[config.mk]
export PLATFORM = sky130hd
export DESIGN_NAME = velocity_position_pid
export DESIGN_NICKNAME = d
export VERILOG_FILES = /design/src/rtl/core/vpp_pkg.sv /design/src/rtl/core/vpp_serial.sv /design/src/rtl/core/velocity_position_pid.sv
export VERILOG_INCLUDE_DIRS = /design/src /design/src/rtl/core
export SDC_FILE = /design/constraint.sdc
export NUM_CORES = 2
export LEC_CHECK = 0
export ABC_CLOCK_PERIOD_IN_PS = 41600
export BUFFER_PORTS_ARGS = -buffer_cell sky130_fd_sc_hd__buf_4
export CELL_PAD_IN_SITES_DETAIL_PLACEMENT = 2
export CELL_PAD_IN_SITES_GLOBAL_PLACEMENT = 2
export CORE_ASPECT_RATIO = 1.5
export CORE_UTILIZATION = 38
export CTS_BUF_LIST = sky130_fd_sc_hd__clkbuf_4 sky130_fd_sc_hd__clkbuf_8 sky130_fd_sc_hd__clkbuf_16
export DETAILED_ROUTE_END_ITERATION = 8
export GPL_ROUTABILITY_DRIVEN = 0
export PLACE_DENSITY_LB_ADDON = 0.1
export SKIP_LAST_GASP = 1
export SLEW_MARGIN = 20
export SYNTH_ARGS = -nofsm -noshare
export SYNTH_HDL_FRONTEND = slang
export SYNTH_SLANG_ARGS = --single-unit
export TNS_END_PERCENT = 50
[constraint.sdc]
create_clock -name clk -period 41.6 [get_ports clk]
set_input_delay 0 -clock clk [delete_from_list [all_inputs] [get_ports clk]]
set_output_delay 0 -clock clk [all_outputs]
set_load 0.01 [all_outputs]
[src/rtl/core/velocity_position_pid_assert.svh]
// Assertion macros shared by the RTL files of the velocity/position PID.
`ifndef VELOCITY_POSITION_PID_ASSERT_SVH
`define VELOCITY_POSITION_PID_ASSERT_SVH

`ifndef SYNTHESIS

// Same-cycle implication, disabled while in reset.
`define VPP_ASSERT_IMP(name, clk, rst_n, ante, cons) \
	name: assert property (@(posedge clk) disable iff (!rst_n) (ante) |-> (cons)) \
		else $error("vpp assertion failed");

// Next-cycle implication, disabled while in reset.
`define VPP_ASSERT_NXT(name, clk, rst_n, ante, cons) \
	name: assert property (@(posedge clk) disable iff (!rst_n) (ante) |=> (cons)) \
		else $error("vpp assertion failed");

`else

`define VPP_ASSERT_IMP(name, clk, rst_n, ante, cons)
`define VPP_ASSERT_NXT(name, clk, rst_n, ante, cons)

`endif

`endif

[src/rtl/core/vpp_pkg.sv]
`timescale 1ns / 1ps
`default_nettype none

package vpp_pkg;

	// Serial arithmetic unit geometry
	localparam int OPA_W     = 56;
	localparam int OPB_W     = 24;
	localparam int PROD_W    = OPA_W + OPB_W;
	localparam int DIVR_W    = 7;
	localparam int MUL_STEPS = OPB_W;
	localparam int DIV_STEPS = OPA_W;
	localparam int CNT_W     = 6;

	localparam logic [OPB_W-1:0] CONST_TEN     = 24'd10;
	localparam logic [OPB_W-1:0] CONST_HUNDRED = 24'd100;
	localparam logic [22:0]      VEL_LIMIT     = 23'd6553600;
	localparam logic [13:0]      CAP_MAX       = 14'd10000;
	localparam logic [16:0]      Q_ONE         = 17'd65536;

	localparam logic signed [63:0] SAT_MAX = 64'sh0000_7FFF_FFFF_FFFF;

	// Register indexes of the configuration port
	localparam logic [2:0] REG_GAIN_P    = 3'd0;
	localparam logic [2:0] REG_GAIN_I    = 3'd1;
	localparam logic [2:0] REG_GAIN_D    = 3'd2;
	localparam logic [2:0] REG_INT_LIM   = 3'd3;
	localparam logic [2:0] REG_DEAD_ZONE = 3'd4;
	localparam logic [2:0] REG_MIN_DRIVE = 3'd5;
	localparam logic [2:0] REG_RAMP_SPD  = 3'd6;
	localparam logic [2:0] REG_ALPHA     = 3'd7;

	typedef enum logic [1:0] {
		KIND_TICK = 2'd0,
		KIND_VEL  = 2'd1,
		KIND_POS  = 2'd2,
		KIND_STOP = 2'd3
	} kind_t;

	typedef enum logic [1:0] {
		MODE_IDLE = 2'd0,
		MODE_VEL  = 2'd1,
		MODE_POS  = 2'd2
	} mode_t;

	typedef enum logic {
		OP_MUL = 1'b0,
		OP_DIV = 1'b1
	} op_t;

	typedef enum logic [4:0] {
		ST_IDLE,
		ST_VERR,
		ST_VDER,
		ST_RSTEP,
		ST_RAPP,
		ST_RUPD,
		ST_PERR,
		ST_DRAW,
		ST_EMA1,
		ST_EMA2,
		ST_LIM,
		ST_DZ,
		ST_INC,
		ST_MP,
		ST_MI,
		ST_MD,
		ST_OUT,
		ST_CMD
	} state_t;

	// Request to the serial unit
	typedef struct packed {
		logic             start;
		op_t              op;
		logic [OPA_W-1:0] a;
		logic [OPB_W-1:0] b;
	} ser_req_t;

	function automatic logic signed [47:0] sat48(input logic signed [63:0] v);
		logic signed [63:0] r;
		r = v;
		if (v > SAT_MAX) r = SAT_MAX;
		if (v < -SAT_MAX) r = -SAT_MAX;
		return r[47:0];
	endfunction

	function automatic logic [47:0] mag48(input logic signed [47:0] v);
		logic signed [47:0] r;
		r = (v < 0) ? -v : v;
		return r;
	endfunction

endpackage

`default_nettype wire

[src/rtl/core/vpp_serial.sv]
`timescale 1ns / 1ps
`default_nettype none
`include "velocity_position_pid_assert.svh"

// Bit-serial shift-add multiplier and restoring divider by a small constant.
module vpp_serial import vpp_pkg::*; (
	input  wire logic              clk,
	input  wire logic              arst_n,
	input  wire ser_req_t          req,
	output logic                   done,
	output logic [PROD_W-1:0]      result
);

	logic              busy_q;
	logic              done_q;
	op_t               op_q;
	logic [CNT_W-1:0]  cnt_q;
	logic [PROD_W-1:0] p_q;
	logic [OPA_W-1:0]  a_q;
	logic [DIVR_W-1:0] d_q;
	logic [DIVR_W-1:0] rem_q;

	logic [OPA_W:0]    msum;
	logic [DIVR_W:0]   trial;
	logic              ge;

	always_comb begin
		msum  = {1'b0, p_q[PROD_W-1:OPB_W]} + (p_q[0] ? {1'b0, a_q} : '0);
		trial = {rem_q, p_q[OPA_W-1]};
		ge    = (trial >= {1'b0, d_q});
	end

	always_ff @(posedge clk or negedge arst_n) begin
		if (!arst_n) begin
			busy_q <= 1'b0;
			done_q <= 1'b0;
			cnt_q  <= '0;
		end else begin
			done_q <= 1'b0;
			if (req.start) begin
				busy_q <= 1'b1;
				cnt_q  <= (req.op == OP_MUL) ? CNT_W'(MUL_STEPS - 1) : CNT_W'(DIV_STEPS - 1);
			end else if (busy_q) begin
				if (cnt_q == '0) begin
					busy_q <= 1'b0;
					done_q <= 1'b1;
				end else begin
					cnt_q <= cnt_q - 1'b1;
				end
			end
		end
	end

	always_ff @(posedge clk) begin
		if (req.start) begin
			op_q  <= req.op;
			a_q   <= req.a;
			d_q   <= req.b[DIVR_W-1:0];
			rem_q <= '0;
			if (req.op == OP_MUL) p_q <= {{OPA_W{1'b0}}, req.b};
			else p_q <= {{OPB_W{1'b0}}, req.a};
		end else if (busy_q) begin
			if (op_q == OP_MUL) begin
				// add the multiplicand when the low multiplier bit is set, shift right
				p_q <= {msum, p_q[OPB_W-1:1]};
			end else begin
				// one quotient bit per cycle
				rem_q <= ge ? DIVR_W'(trial - {1'b0, d_q}) : trial[DIVR_W-1:0];
				p_q   <= {p_q[PROD_W-1:OPA_W], p_q[OPA_W-2:0], ge};
			end
		end
	end

	assign done   = done_q;
	assign result = p_q;

	`VPP_ASSERT_NXT(a_start_busy, clk, arst_n, req.start, busy_q)
	`VPP_ASSERT_IMP(a_start_free, clk, arst_n, req.start, !busy_q)
	`VPP_ASSERT_IMP(a_rem_bound, clk, arst_n, busy_q && (op_q == OP_DIV), rem_q < d_q)

endmodule

`default_nettype wire

[src/rtl/core/velocity_position_pid.sv]
`timescale 1ns / 1ps
`default_nettype none
`include "velocity_position_pid_assert.svh"
// A velocity tick runs ST_VERR, ST_VDER, then ST_INC to ST_OUT and ST_CMD. A position tick
// runs ST_RSTEP (no divide at a zero ramp speed; ST_RAPP with approach slowdown and ST_RUPD
// when ramping), then ST_PERR to ST_DZ, and skips ST_INC to ST_OUT inside the deadband. Set
// commands and idle ticks leave the block idle; a stop presents its zero command via ST_CMD.
// One item at a time; a serial multiply or divide holds its state until done, and a stalled
// result holds the block. Reset clears the controller state and restores config defaults.
module velocity_position_pid import vpp_pkg::*; #(
	parameter int APPROACH_FRACTION = 0
) (
	input  wire logic               clk,
	input  wire logic               arst_n,
	// configuration write port
	input  wire logic               cfg_we,
	input  wire logic [2:0]         cfg_idx,
	input  wire logic [31:0]        cfg_data,
	// input items
	input  wire logic               in_valid,
	output logic                    in_ready,
	input  wire logic [1:0]         kind,
	input  wire logic signed [31:0] enc_count,
	input  wire logic signed [31:0] enc_speed,
	input  wire logic signed [31:0] speed_goal,
	input  wire logic signed [31:0] place_goal,
	input  wire logic [15:0]        drive_cap,
	input  wire logic               hold_integral,
	// result items
	output logic                    out_valid,
	input  wire logic               out_ready,
	output logic signed [14:0]      drive_command
);

	// Approach slowdown is active only for a fraction within (0, 1].
	localparam bit APP_ON = (APPROACH_FRACTION > 0) && (APPROACH_FRACTION <= 65536);

	// ---------------- configuration registers ----------------
	logic [23:0] gain_p_q, gain_i_q, gain_d_q;
	logic [31:0] ilim_q, dz_q, rspd_q;
	logic [22:0] mindrv_q;
	logic [16:0] alpha_q;

	always_ff @(posedge clk or negedge arst_n) begin
		if (!arst_n) begin
			gain_p_q <= 24'd65536;
			gain_i_q <= 24'd32768;
			gain_d_q <= 24'd6554;
			ilim_q   <= '0;
			dz_q     <= '0;
			mindrv_q <= '0;
			rspd_q   <= '0;
			alpha_q  <= Q_ONE;
		end else if (cfg_we) begin
			unique case (cfg_idx)
				REG_GAIN_P:    gain_p_q <= cfg_data[23:0];
				REG_GAIN_I:    gain_i_q <= cfg_data[23:0];
				REG_GAIN_D:    gain_d_q <= cfg_data[23:0];
				REG_INT_LIM:   ilim_q   <= cfg_data;
				REG_DEAD_ZONE: dz_q     <= cfg_data;
				REG_MIN_DRIVE: mindrv_q <= cfg_data[22:0];
				REG_RAMP_SPD:  rspd_q   <= cfg_data;
				REG_ALPHA:     alpha_q  <= cfg_data[16:0];
				default: ;
			endcase
		end
	end

	// ---------------- controller state ----------------
	state_t             st_q, st_d;
	mode_t              mode_q;
	logic               issued_q;
	logic               out_valid_q;
	logic signed [14:0] cmd_q;

	logic signed [47:0] integ_q, prev_err_q, dfilt_q, ramp_q;
	logic signed [31:0] prev_cnt_q, spd_tgt_q, pos_tgt_q;
	logic [15:0]        cap_q;

	// working registers of one tick
	logic signed [31:0] cnt_q, spd_q;
	logic signed [47:0] err_q, deriv_q, draw_q, inc_q;
	logic [25:0]        step_q;
	logic [22:0]        lim_q;
	logic signed [59:0] acc_q;
	logic signed [23:0] o_q;

	logic in_acc;
	assign in_acc   = in_valid && in_ready;
	assign in_ready = (st_q == ST_IDLE);

	// ---------------- serial unit ----------------
	ser_req_t          req;
	logic              u_done;
	logic [PROD_W-1:0] u_res;
	logic              src_neg;

	vpp_serial u_ser (
		.clk    (clk),
		.arst_n (arst_n),
		.req    (req),
		.done   (u_done),
		.result (u_res)
	);

	// ---------------- combinational helpers ----------------
	logic signed [32:0] vdiff;
	logic [32:0]        vmag;
	logic signed [48:0] ediff;
	logic [48:0]        emag;
	logic signed [47:0] tgt48, cnt48;
	logic signed [48:0] rdiff;
	logic [48:0]        dmag;
	logic [25:0]        step_eff;
	logic signed [32:0] dc;
	logic [32:0]        dcm;
	logic [16:0]        alpha_eff, alpha_c;
	logic [13:0]        cap_eff;
	logic signed [59:0] term_m, term;
	logic signed [47:0] q_m, qs;
	logic signed [63:0] vd_m, draw_m;
	logic signed [47:0] isum;
	logic signed [59:0] lim60;
	logic signed [23:0] o_pre, o_fin;
	logic               clip;
	logic [23:0]        o_pre_mag;
	logic [22:0]        omag;
	logic [29:0]        p100;
	logic [13:0]        cm, cmc;
	logic               in_dz;

	always_comb begin
		vdiff     = 33'(spd_tgt_q) - 33'(spd_q);
		vmag      = (vdiff < 0) ? 33'(-vdiff) : 33'(vdiff);
		ediff     = 49'(err_q) - 49'(prev_err_q);
		emag      = (ediff < 0) ? 49'(-ediff) : 49'(ediff);
		tgt48     = $signed({pos_tgt_q, 16'h0000});
		cnt48     = $signed({cnt_q, 16'h0000});
		rdiff     = 49'(tgt48) - 49'(ramp_q);
		dmag      = (rdiff < 0) ? 49'(-rdiff) : 49'(rdiff);
		step_eff  = (step_q == '0) ? 26'd1 : step_q;
		dc        = 33'(cnt_q) - 33'(prev_cnt_q);
		dcm       = (dc < 0) ? 33'(-dc) : 33'(dc);
		alpha_eff = ((alpha_q == '0) || (alpha_q > Q_ONE)) ? Q_ONE : alpha_q;
		alpha_c   = Q_ONE - alpha_eff;
		cap_eff   = ((cap_q == '0) || (cap_q > 16'(CAP_MAX))) ? CAP_MAX : cap_q[13:0];

		// signed views of the unit result
		term_m = $signed({1'b0, u_res[74:16]});
		term   = src_neg ? -term_m : term_m;
		q_m    = $signed({1'b0, u_res[46:0]});
		qs     = src_neg ? -q_m : q_m;
		vd_m   = $signed({8'b0, u_res[55:0]});
		draw_m = $signed({8'b0, u_res[39:0], 16'h0000});

		// integral update and clamp
		isum = sat48(64'(integ_q) + 64'(qs));
		if (ilim_q != '0) begin
			if (64'(isum) > $signed({32'b0, ilim_q})) isum = $signed({16'b0, ilim_q});
			if (64'(isum) < -$signed({32'b0, ilim_q})) isum = -$signed({16'b0, ilim_q});
		end

		// output limit, then floor
		lim60 = $signed({37'b0, lim_q});
		clip  = 1'b0;
		if (acc_q > lim60) begin
			o_pre = 24'(lim60);
			clip  = 1'b1;
		end else if (acc_q < -lim60) begin
			o_pre = 24'(-lim60);
			clip  = 1'b1;
		end else begin
			o_pre = 24'(acc_q);
		end
		o_pre_mag = (o_pre < 0) ? 24'(-o_pre) : 24'(o_pre);
		o_fin     = o_pre;
		if ((mode_q == MODE_POS) && (mindrv_q != '0) && (o_pre != '0)
			&& (o_pre_mag < {1'b0, mindrv_q})) begin
			o_fin = (o_pre > 0) ? $signed({1'b0, mindrv_q}) : -$signed({1'b0, mindrv_q});
		end

		// percent x100 command
		omag = (o_q < 0) ? 23'(-o_q) : 23'(o_q);
		p100 = 30'({omag, 6'b0}) + 30'({omag, 5'b0}) + 30'({omag, 2'b0});
		cm   = p100[29:16];
		cmc  = (cm > CAP_MAX) ? CAP_MAX : cm;

		in_dz = (dz_q != '0) && (mag48(err_q) <= {16'b0, dz_q});
	end

	// ---------------- next state ----------------
	always_comb begin
		st_d = st_q;
		unique case (st_q)
			ST_IDLE: begin
				if (in_acc) begin
					if (kind == KIND_STOP) st_d = ST_CMD;
					else if (kind == KIND_TICK && mode_q == MODE_VEL) st_d = ST_VERR;
					else if (kind == KIND_TICK && mode_q == MODE_POS) st_d = ST_RSTEP;
				end
			end
			ST_VERR:  if (u_done) st_d = ST_VDER;
			ST_VDER:  if (u_done) st_d = ST_INC;
			ST_RSTEP: begin
				if (rspd_q == '0) st_d = ST_PERR;
				else if (u_done) st_d = APP_ON ? ST_RAPP : ST_RUPD;
			end
			ST_RAPP:  if (u_done) st_d = ST_RUPD;
			ST_RUPD:  st_d = ST_PERR;
			ST_PERR:  st_d = ST_DRAW;
			ST_DRAW:  if (u_done) st_d = ST_EMA1;
			ST_EMA1:  if (u_done) st_d = ST_EMA2;
			ST_EMA2:  if (u_done) st_d = ST_LIM;
			ST_LIM:   if (u_done) st_d = ST_DZ;
			ST_DZ:    st_d = in_dz ? ST_CMD : ST_INC;
			ST_INC:   if (u_done) st_d = ST_MP;
			ST_MP:    if (u_done) st_d = ST_MI;
			ST_MI:    if (u_done) st_d = ST_MD;
			ST_MD:    if (u_done) st_d = ST_OUT;
			ST_OUT:   st_d = ST_CMD;
			ST_CMD:   if (!out_valid_q || out_ready) st_d = ST_IDLE;
			default:  st_d = ST_IDLE;
		endcase
	end

	// ---------------- unit requests ----------------
	always_comb begin
		req.op  = OP_MUL;
		req.a   = '0;
		req.b   = '0;
		src_neg = 1'b0;
		unique case (st_q)
			ST_VERR: begin
				req.op  = OP_DIV;
				req.a   = {7'b0, vmag, 16'h0000};
				req.b   = CONST_TEN;
				src_neg = (vdiff < 0);
			end
			ST_VDER: begin
				req.a   = {7'b0, emag};
				req.b   = CONST_HUNDRED;
				src_neg = (ediff < 0);
			end
			ST_RSTEP: begin
				req.op = OP_DIV;
				req.a  = {24'b0, rspd_q};
				req.b  = CONST_HUNDRED;
			end
			ST_RAPP: begin
				req.a = {7'b0, dmag};
				req.b = OPB_W'(APPROACH_FRACTION);
			end
			ST_DRAW: begin
				req.a   = {23'b0, dcm};
				req.b   = CONST_HUNDRED;
				src_neg = (dc < 0);
			end
			ST_EMA1: begin
				req.a   = {8'b0, mag48(draw_q)};
				req.b   = {7'b0, alpha_eff};
				src_neg = (draw_q < 0);
			end
			ST_EMA2: begin
				req.a   = {8'b0, mag48(dfilt_q)};
				req.b   = {7'b0, alpha_c};
				src_neg = (dfilt_q < 0);
			end
			ST_LIM: begin
				req.op = OP_DIV;
				req.a  = OPA_W'({cap_eff, 16'h0000}) + OPA_W'(99);
				req.b  = CONST_HUNDRED;
			end
			ST_INC: begin
				req.op  = OP_DIV;
				req.a   = {8'b0, mag48(err_q)};
				req.b   = CONST_HUNDRED;
				src_neg = (err_q < 0);
			end
			ST_MP: begin
				req.a   = {8'b0, mag48(err_q)};
				req.b   = gain_p_q;
				src_neg = (err_q < 0);
			end
			ST_MI: begin
				req.a   = {8'b0, mag48(integ_q)};
				req.b   = gain_i_q;
				src_neg = (integ_q < 0);
			end
			ST_MD: begin
				req.a   = {8'b0, mag48(deriv_q)};
				req.b   = gain_d_q;
				src_neg = (deriv_q < 0);
			end
			default: ;
		endcase
		// launch once per operation; a zero ramp speed needs no divide
		req.start = !issued_q && (
			st_q == ST_VERR || st_q == ST_VDER || st_q == ST_RAPP || st_q == ST_DRAW ||
			st_q == ST_EMA1 || st_q == ST_EMA2 || st_q == ST_LIM || st_q == ST_INC ||
			st_q == ST_MP || st_q == ST_MI || st_q == ST_MD ||
			(st_q == ST_RSTEP && rspd_q != '0));
	end

	// ---------------- control and controller state ----------------
	always_ff @(posedge clk or negedge arst_n) begin
		if (!arst_n) begin
			st_q        <= ST_IDLE;
			mode_q      <= MODE_IDLE;
			issued_q    <= 1'b0;
			out_valid_q <= 1'b0;
			integ_q     <= '0;
			prev_err_q  <= '0;
			dfilt_q     <= '0;
			ramp_q      <= '0;
			prev_cnt_q  <= '0;
			spd_tgt_q   <= '0;
			pos_tgt_q   <= '0;
			cap_q       <= '0;
		end else begin
			st_q <= st_d;
			if (req.start) issued_q <= 1'b1;
			else if (u_done) issued_q <= 1'b0;

			// hold a waiting result until taken; load the next one once the slot frees
			if ((st_q == ST_CMD) && (!out_valid_q || out_ready)) out_valid_q <= 1'b1;
			else if (out_ready) out_valid_q <= 1'b0;

			case (st_q)
				ST_IDLE: begin
					if (in_acc) begin
						case (kind)
							KIND_VEL: begin
								spd_tgt_q  <= speed_goal;
								mode_q     <= MODE_VEL;
								integ_q    <= '0;
								prev_err_q <= '0;
							end
							KIND_POS: begin
								// reseed the ramp only when entering position mode
								if (mode_q != MODE_POS) begin
									ramp_q     <= $signed({enc_count, 16'h0000});
									prev_cnt_q <= enc_count;
									dfilt_q    <= '0;
								end
								pos_tgt_q <= place_goal;
								cap_q     <= drive_cap;
								mode_q    <= MODE_POS;
								if (!hold_integral) integ_q <= '0;
							end
							KIND_STOP: begin
								mode_q  <= MODE_IDLE;
								integ_q <= '0;
							end
							default: ;
						endcase
					end
				end
				ST_VDER: if (u_done) prev_err_q <= err_q;
				ST_RSTEP: if (rspd_q == '0) ramp_q <= tgt48;
				ST_RUPD: begin
					if (dmag <= {23'b0, step_eff}) ramp_q <= tgt48;
					else if (rdiff > 0) ramp_q <= ramp_q + $signed({22'b0, step_eff});
					else ramp_q <= ramp_q - $signed({22'b0, step_eff});
				end
				ST_EMA2: begin
					if (u_done) begin
						dfilt_q    <= sat48(64'(acc_q) + 64'(term));
						prev_cnt_q <= cnt_q;
					end
				end
				ST_DZ: if (in_dz) dfilt_q <= '0;
				ST_INC: if (u_done) integ_q <= isum;
				ST_OUT: if (clip) integ_q <= sat48(64'(integ_q) - 64'(inc_q));
				default: ;
			endcase
		end
	end

	// ---------------- working registers ----------------
	always_ff @(posedge clk) begin
		case (st_q)
			ST_IDLE: begin
				if (in_acc) begin
					cnt_q <= enc_count;
					spd_q <= enc_speed;
					o_q   <= '0;
				end
			end
			ST_VERR: if (u_done) err_q <= qs;
			ST_VDER: begin
				if (u_done) begin
					deriv_q <= sat48(src_neg ? -vd_m : vd_m);
					lim_q   <= VEL_LIMIT;
				end
			end
			ST_RSTEP: if (u_done) step_q <= u_res[25:0];
			ST_RAPP: begin
				// take the approach cap when it is the smaller step
				if (u_done && (u_res[79:16] < {38'b0, step_q})) step_q <= u_res[41:16];
			end
			ST_PERR: err_q <= sat48(64'(ramp_q) - 64'(cnt48));
			ST_DRAW: if (u_done) draw_q <= sat48(src_neg ? draw_m : -draw_m);
			ST_EMA1: if (u_done) acc_q <= term;
			ST_EMA2: if (u_done) deriv_q <= sat48(64'(acc_q) + 64'(term));
			ST_LIM:  if (u_done) lim_q <= u_res[22:0];
			ST_DZ:   if (in_dz) o_q <= '0;
			ST_INC:  if (u_done) inc_q <= qs;
			ST_MP:   if (u_done) acc_q <= term;
			ST_MI:   if (u_done) acc_q <= acc_q + term;
			ST_MD:   if (u_done) acc_q <= acc_q + term;
			ST_OUT:  o_q <= o_fin;
			ST_CMD: begin
				if (!out_valid_q || out_ready)
					cmd_q <= (o_q < 0) ? -$signed({1'b0, cmc}) : $signed({1'b0, cmc});
			end
			default: ;
		endcase
	end

	assign out_valid     = out_valid_q;
	assign drive_command = cmd_q;

	`VPP_ASSERT_IMP(a_done_issued, clk, arst_n, u_done, issued_q)
	`VPP_ASSERT_IMP(a_idle_integ, clk, arst_n, mode_q == MODE_IDLE, integ_q == '0)
	`VPP_ASSERT_IMP(a_cmd_range, clk, arst_n, out_valid_q, (cmd_q <= 15'sd10000) && (cmd_q >= -15'sd10000))
	`VPP_ASSERT_NXT(a_idle_tick, clk, arst_n, in_acc && (kind == KIND_TICK) && (mode_q == MODE_IDLE), st_q == ST_IDLE)

endmodule

`default_nettype wire
==> metrics.md <==
| Metric | Value |
|---|---|
| Cts hold-fix bufs | 344 |
| Worst-path fanout max | 37 |
| Congestion Overflow GR | 0 |
| Relative slew slack | 0.03200 |
| YS warnings | 0 |
| Yosys reg bits | 1063 |
| Die ar. | 262700 um2 |
| CTS root buffer | clkbuf_16 |
| Clk_lat worst skew | 890 ps |
| Antenna violations before repair | 87 |
| Post-synth top area share | 0.1598 |
| Core region area | 259300 um2 |
| Die X | 418.9 um |
| Setup violations, final | 0 |
| Startpoint Class | flop |
| CTS H-tree depth | 4 |
| CTS clk-pin slew, worst paths | 70 ps |
| Syn Nets | 12710 |
| FP Rows | around 230 |
| Critical Path RT | 42340 ps |
| R2R cell count | ~60 |
| Critical path type | flop to flop |
| Critical path arrival | 19100 ps |
| Status | finished, final reports clean |
| Routed wire length | 578400 um |
| Wirelength per Cell | around 37 um |
| Via density | approximately 6.6 |
| Initial Util | 0.3820 |
| CP endpoint kind | flop |
| Register area share after synthesis | 0.2950 |
| RSZ-0062 raised after global routing | no |
| # Max-Cap Violations | 0 |
| Iter 0 DRT Violations | 8576 |
| Most frequent CP cell | a21o_1 |
| Largest net degree at the start of global routing | 93 |
| Post-CTS sizing | 0 |
| # clock sinks | 1063 |
| Avg Inst Size Synth | 8.450 um2 |
| DR vias | 103900 |
| Async set-reset flop share out of synthesis | 0.4976 |
| Post-synth EDFFs | 527 |
| HPWL Detailed | ~440000 um |
| Setup tns final | 0 ps |
| Number of top-level pins | 204 |
| Fill count | 28590 |
| Synthesized cell area | just under 100000 um2 |
| Detailed Routing Iterations Pass 1 | 9 |
| # DRC | 0 |
| Hold Path Depth | 3 |
| Post-synth top area cell | edfxtp_1 |
| Top-count cell post-synth | nand2_1 |
| Layout area overhead | 14.85% |
| Port Buf Inserts | 203 |
| Area contributors post-synth | edfxtp_1 16%, dfrtp_1 13%, ha_1 9.8% |
| Final Max Tran Viols | 0 |
| Total CTS buffers | 139 |
| Die span in y | ~630 um |
| Final min period | 18360 ps |
| Post-DRT Antenna Nets | 0 |
| Number of global-route vias before repair | about 110k |
| Total Nets Final | around 13000 |
| CP max stage cell | a2111oi_1 |
| Hold violation total from the final report | 0 |
| Hold path start | cfg_data[29] |
| Top cells by count, synth | 972 x nand2_1, 854 x nor2_1, 823 x a21oi_1 |
| Share of layout cells above drive strength 1 | 0.1120 |
| Main synth FF type | edfxtp_1 |
| CTS tree | built |
| Clock skew | 56.29 ps |
| R2R Setup Slk | 23240 ps |
| Cell count after synthesis | 11720 |
| Worst Hold Class | input pin to flop |
| Clk buf depth | 4 |
| Distinct cells, synth | 100 |
| Fin crit share | 0.4412 |
| First-pass GRT wire length | 815800 um |
| Slowest cell delay on critical path | slightly above 900 ps |
| Worst-margin pin slew | about 1400 ps |
| Post-CTS Setup Bufs | 0 |
| Reg2reg start | err_q[14] |
| Max Freq | 54.48 MHz |
| Total track usage | 0.4305 |
| Crit Reg-Reg Endpoint | integ_q[40] |
| Hold path endpoint | rspd_q[29] |
## placed cells by master, fill, tap and decap left out, types with 356 or more instances in the layout
master    instances
a21oi_1         818
buf_4           490
dfrtp_1         517
edfxtp_1        527
ha_1            771
inv_1           751
mux2_2          356
nand2_1         968
nor2_1          841
o21ai_0         751
xnor2_1         640
xor2_1          356
## flip-flops by register name (all words and copies together) (netlist names), 34 cells and up
register      flops
ramp_q           48
acc_q            60
dfilt_q          48
deriv_q          48
integ_q          48
u_ser.a_q        49
prev_err_q       48
draw_q           34
u_ser.result     80
err_q            48
inc_q            48
## area by class of cell
type	count	area [um2]	area share
Antenna cell	49	122.6	0.001078
Clock buffer	182	3998	0.03514
Clock inverter	58	694.4	0.006104
Inverter	757	2844	0.02500
Multi-Input combinational cell	9327	65290	0.5739
Sequential cell	1063	29220	0.2569
Tap cell	3465	4335	0.03811
Timing Repair Buffer	843	7254	0.06377
## critical path, delay by kind of cell, from the launching register on
family | cells | cell delay, ps
adders and majority gates | 4 | 1450
DFF | 1 | 500
xor gates and xnor gates | 1 | 780
muxes | 2 | 520
AOI/OAI and AO/OA | 33 | 9210
and+or+nand+nor | 15 | 3710
buffers and inverters | 6 | 1950
## stage by stage
step / instances / util / hold WS [ps] / cell area [um2] / setup WS [ps]
detailed placement: 15100 / 0.4059 / 2.669 / 105300 / 23870
global route: 15710 / 0.4384 / 53.07 / 113700 / 22710
finish: 15740 / 0.4387 / 10.49 / 113800 / 23240
CTS: 15690 / 0.4373 / 4.490 / 113400 / 23640
floorplan: 11720 / - / -295.6 / 99050 / 26560
global placement: 15100 / 0.4057 / -8.048 / 105200 / 23890
## cells by family (layout without fill, tap and decap cells)
kind of cell             Yosys count  in the layout  synth area share
AO/OA/AOI/OAI                   3523           3523            0.2352
adder cells (fa/ha/maj)          806            806            0.1039
XOR/XNOR                        1001           1001           0.08851
flip-flops                      1063           1063            0.2950
AND/OR/NAND/NOR                 3550           3550            0.1767
multiplexers                     447            447           0.04967
other                              0             49                 0
buffers and inverters           1332           1840           0.05110
## worst max path at each step
stage                   from     endpoint  slack, ps  depth (start not counted)
2_1_floorplan       cnt_q[0]  integ_q[36]      26560                         67
3_3_place_gp   spd_tgt_q[30]   integ_q[9]      23890                         56
3_5_place_dp       err_q[14]  integ_q[13]      23870                         61
4_1_cts            err_q[14]  integ_q[13]      23640                         61
5_1_grt            err_q[15]   integ_q[9]      22710                         61
6_report           err_q[14]  integ_q[40]      23240                         61
## per-layer routing
layer | part of all wire | global-route usage | vias up
met1 | 0.33 | 0.4294 | 53020
met2 | 0.47 | 0.7077 | 4670
met4 | 0.13 | 0.4674 | 30
met3 | 0.070 | 0.1005 | 2198
met5 | 0.00035 | 0 | -
li1 | - | - | 44010
Power is not shown: default switching activity piles up to over one toggle a cycle in this logic, so the estimate is an artifact.
